==> src/sv/lobm_ram.sv <==
// ----------------------------------------------------------------------------
// lobm_ram: generic single-port-write, single-port-read RAM
// One write and one registered read per cycle.
// ----------------------------------------------------------------------------
module lobm_ram #(
    parameter int WIDTH = 8,
    parameter int DEPTH = 64
) (
    input  logic                     aclk,
    input  logic                     wr_en,
    input  logic [$clog2(DEPTH)-1:0] wr_addr,
    input  logic [WIDTH-1:0]         wr_data,
    input  logic                     rd_en,
    input  logic [$clog2(DEPTH)-1:0] rd_addr,
    output logic [WIDTH-1:0]         rd_data
);

    logic [WIDTH-1:0] mem [DEPTH];

    // Write port
    always_ff @(posedge aclk) begin
        if (wr_en) begin
            mem[wr_addr] <= wr_data;
        end
    end

    // Registered read port
    always_ff @(posedge aclk) begin
        if (rd_en) begin
            rd_data <= mem[rd_addr];
        end
    end

endmodule

==> config.mk <==
export PLATFORM = sky130hd
export DESIGN_NAME = lobm_ram
export DESIGN_NICKNAME = d
export VERILOG_FILES = /design/src/sv/lobm_ram.sv
export SDC_FILE = /design/constraint.sdc
export NUM_CORES = 1
export LEC_CHECK = 0
export CAP_MARGIN = 0
export CORE_MARGIN = 2
export CORE_UTILIZATION = 66
export CTS_BUF_LIST = sky130_fd_sc_hd__clkbuf_8
export CTS_CLUSTER_DIAMETER = 30
export DETAILED_ROUTE_END_ITERATION = 7
export DONT_BUFFER_PORTS = 1
export GPL_TIMING_DRIVEN = 0
export HOLD_SLACK_MARGIN = 0.05
export PLACE_DENSITY = 0.89
export SLEW_MARGIN = 10
export SYNTH_ARGS = -nofsm -noshare
export SYNTH_HDL_FRONTEND = slang
export SYNTH_SLANG_ARGS = --single-unit
==> constraint.sdc <==
create_clock -name aclk -period 3.25 [get_ports aclk]
set_input_delay 0.65 -clock aclk [delete_from_list [all_inputs] [get_ports aclk]]
set_output_delay 0.65 -clock aclk [all_outputs]
set_load 0.01 [all_outputs]
==> metrics.md <==
| Metric | Value |
|---|---|
| Status | `finished, final reports clean` |
| Fin cells | `between 1,000 and 1,500` |
| Static leakage | `~7.0 nW` |
| Final Critical Period | `approximately 3.2 ns` |
| Clk slew on worst S/H paths | `about 0.06 ns` |
| Inserted Clock Buffers | `84` |
| Number of nets with antenna violations after routing | `0` |
| Most common cell after layout, fill and taps aside | `edfxtp_1` |
| RSZ-0062 raised after global routing | `no` |
| Hold buffers post-CTS | `0` |
| Post-layout util | `0.7366` |
| Synth Register Bits | `520` |
| Ports | `31` |
| Final Max Tran Viols | `0` |
| First-pass GRT wire length | `70.95 mm` |
| Starting Density | `0.6654` |
| Global Route Usage Sum | `0.3189` |
| CTS H-tree lvls | `3` |
| Initial antenna violation count | `2` |
| Vias in the first global route | `between 10,000 and 15,000` |
| Final WL | `between 40 and 50 mm` |
| IO buf count | `0` |
| Final nets | `around 1,000` |
| TritonRoute pass-1 iters | `8` |
| YS warnings | `0` |
| WL per Instance | `between 30 and 40 µm` |
| Later-pin clock latency in the skew report | `0.64 ns` |
| Std cell rows | `between 60 and 70` |
| Fmax | `~320 MHz` |
| Worst slack, placed | `-0.3334 ns` |
| CP endpoint kind | `flip-flop` |
| CP arrival | `3.47 ns` |
| GP Congestion | `0.9543` |
| Vias per cell | `around 7.2` |
| Die H | `~180 µm` |
| Hold Path Class | `input pin to flip-flop` |
| Total congestion overflow | `0` |
| Async set or reset register ratio after synthesis | `0` |
| Final worst path period share | `0.9696` |
| CTS tree | `built` |
| Final Worst Setup Slack | `a little under 0.1 ns` |
| Syn nets | `slightly below 1,000` |
| Post-Syn Area | `approximately 20,000 µm²` |
| Critical path fanouts, max | `10` |
| Worst Setup Start Kind | `input pin` |
| Root buffer selected by CTS | `clkbuf_8` |
| Relative slew margins | `0.2054` |
| Total power | `13.66 mW` |
| Share of cells above drive strength 1 | `0.2640` |
| WP data required | `~3.6 ns` |
| Gate Count Post-Synth | `940` |
| Worst Skew | `between 0.02 and 0.03 ns` |
| Power per cell area | `between 600 and 700 nW/µm²` |
| DRC viols | `0` |
| Post-synthesis sequential area ratio | `0.7712` |
| Pin count of the biggest net entering global routing | `65` |
| CTS Buffer Depth | `3` |
| VDD IR max | `0.0003021 V` |
| Clock Sinks | `520` |
| Number of synthesized flops with an enable pin | `520` |
| Mean Syn Cell Area | `21.54 µm²` |
| Netlist cell types | `39` |
| Max-cap violations | `0` |
| Post_cts resized | `0` |
| Most frequent cells in the layout | `edfxtp_1, mux4_2, clkbuf_8` |
| Core Footprint | `~30,000 µm²` |
| HPWL after DPL | `29.43 mm` |
| Setup violators final | `0` |
| Layout area overhead | `10.70%` |
| Setup Buffers After CTS | `0` |
| TNS Setup | `0 ns` |
| DR iter-0 viols | `~1,800` |
| CP Class | `input pin to flip-flop` |
| Via count | `roughly 11,000` |
| Final-report hold violation count | `0` |
| Placed cell count | `approximately 1,300` |
| Die footprint | `32,090 µm²` |
| FILL cells | `between 1,500 and 2,000` |
| Ys flop type | `edfxtp_1` |
| Measured slew at the worst slew-check pin | `1.183 ns` |
| DIE WIDTH | `around 180 µm` |
[per-stage QoR]
stage / area (µm²) / hold slack [ns]
finish: 22410 / 0.1193
global route: 22410 / 0.09751
CTS: 22400 / 0.09924
detailed placement: 20740 / 0.7521
global placement: 20740 / 0.7537
floorplan: 20250 / 0.7489
[synthesized netlist by cell type (11+ instances only)]
master	count	area share
buf_2	11	0.0027
buf_4	13	0.0048
clkbuf_1	17	0.0032
edfxtp_1	520	0.77
mux2_2	13	0.0072
mux2i_1	23	0.011
mux4_2	126	0.14
nand2_1	19	0.0035
nand3_1	13	0.0032
nor2_1	83	0.015
nor2b_1	14	0.0043
[sequential cells by signal (all words and copies together) (netlist names)]
signal / cells
mem: 512
rd_data: 8
[cell families after synthesis]
logic type | Yosys count | share of synthesized area
AO/OA/AOI/OAI | 54 | 0.02064
multiplexers | 162 | 0.1588
buffers and inverters | 51 | 0.01563
AND/OR/NAND/NOR | 153 | 0.03374
flip-flops | 520 | 0.7712
[worst max-delay path, cell delays in order]
cell	delay (ns)
buf_4	0.18
buf_2	0.39
buf_1	0.84
nand2_1	0.37
o221ai_1	0.33
nor2_1	0.13
nor3_1	0.33
o32ai_1	0.21
[final cells by class]
class,count,area [µm²],area share
diodes,2,5.005,0.0002233
plain buffers,51,316.6,0.01412
clock buffers,84,1156,0.05158
clock inverters,67,505.5,0.02255
multi-input cells,369,4320,0.1928
flip-flops and latches,520,15620,0.6967
well taps,396,495.5,0.02211
[layer usage]
layer	track usage	wire length (µm)	vias to the layer above
met1	0.4278	16860	5327
met2	0.4873	23060	995
met3	0.1071	6901	213
met5	0	11	-
li1	-	-	4126
met4	0.1364	2461	2
[report_power, final]
part | internal, mW | switching, mW
clock | 2.94 | 2.65
sequential | 7.44 | 0.0200
combinational | 0.247 | 0.365
total | 10.6 | 3.03
[worst paths after layout]
path                                           start              endpoint  cells after the start  slack, ns
worst max-delay path                      rd_addr[1]  rd_data[4]$_DFFE_PP_                      8        0.1
worst min-delay path                      wr_data[0]  mem[11][0]$_DFFE_PP_                      0       0.12
worst max register to register  mem[17][4]$_DFFE_PP_  rd_data[4]$_DFFE_PP_                      5       0.96
worst min register to register  mem[36][2]$_DFFE_PP_  rd_data[2]$_DFFE_PP_                      4       1.05
No activity file was read; power rests on OpenSTA's default activity.
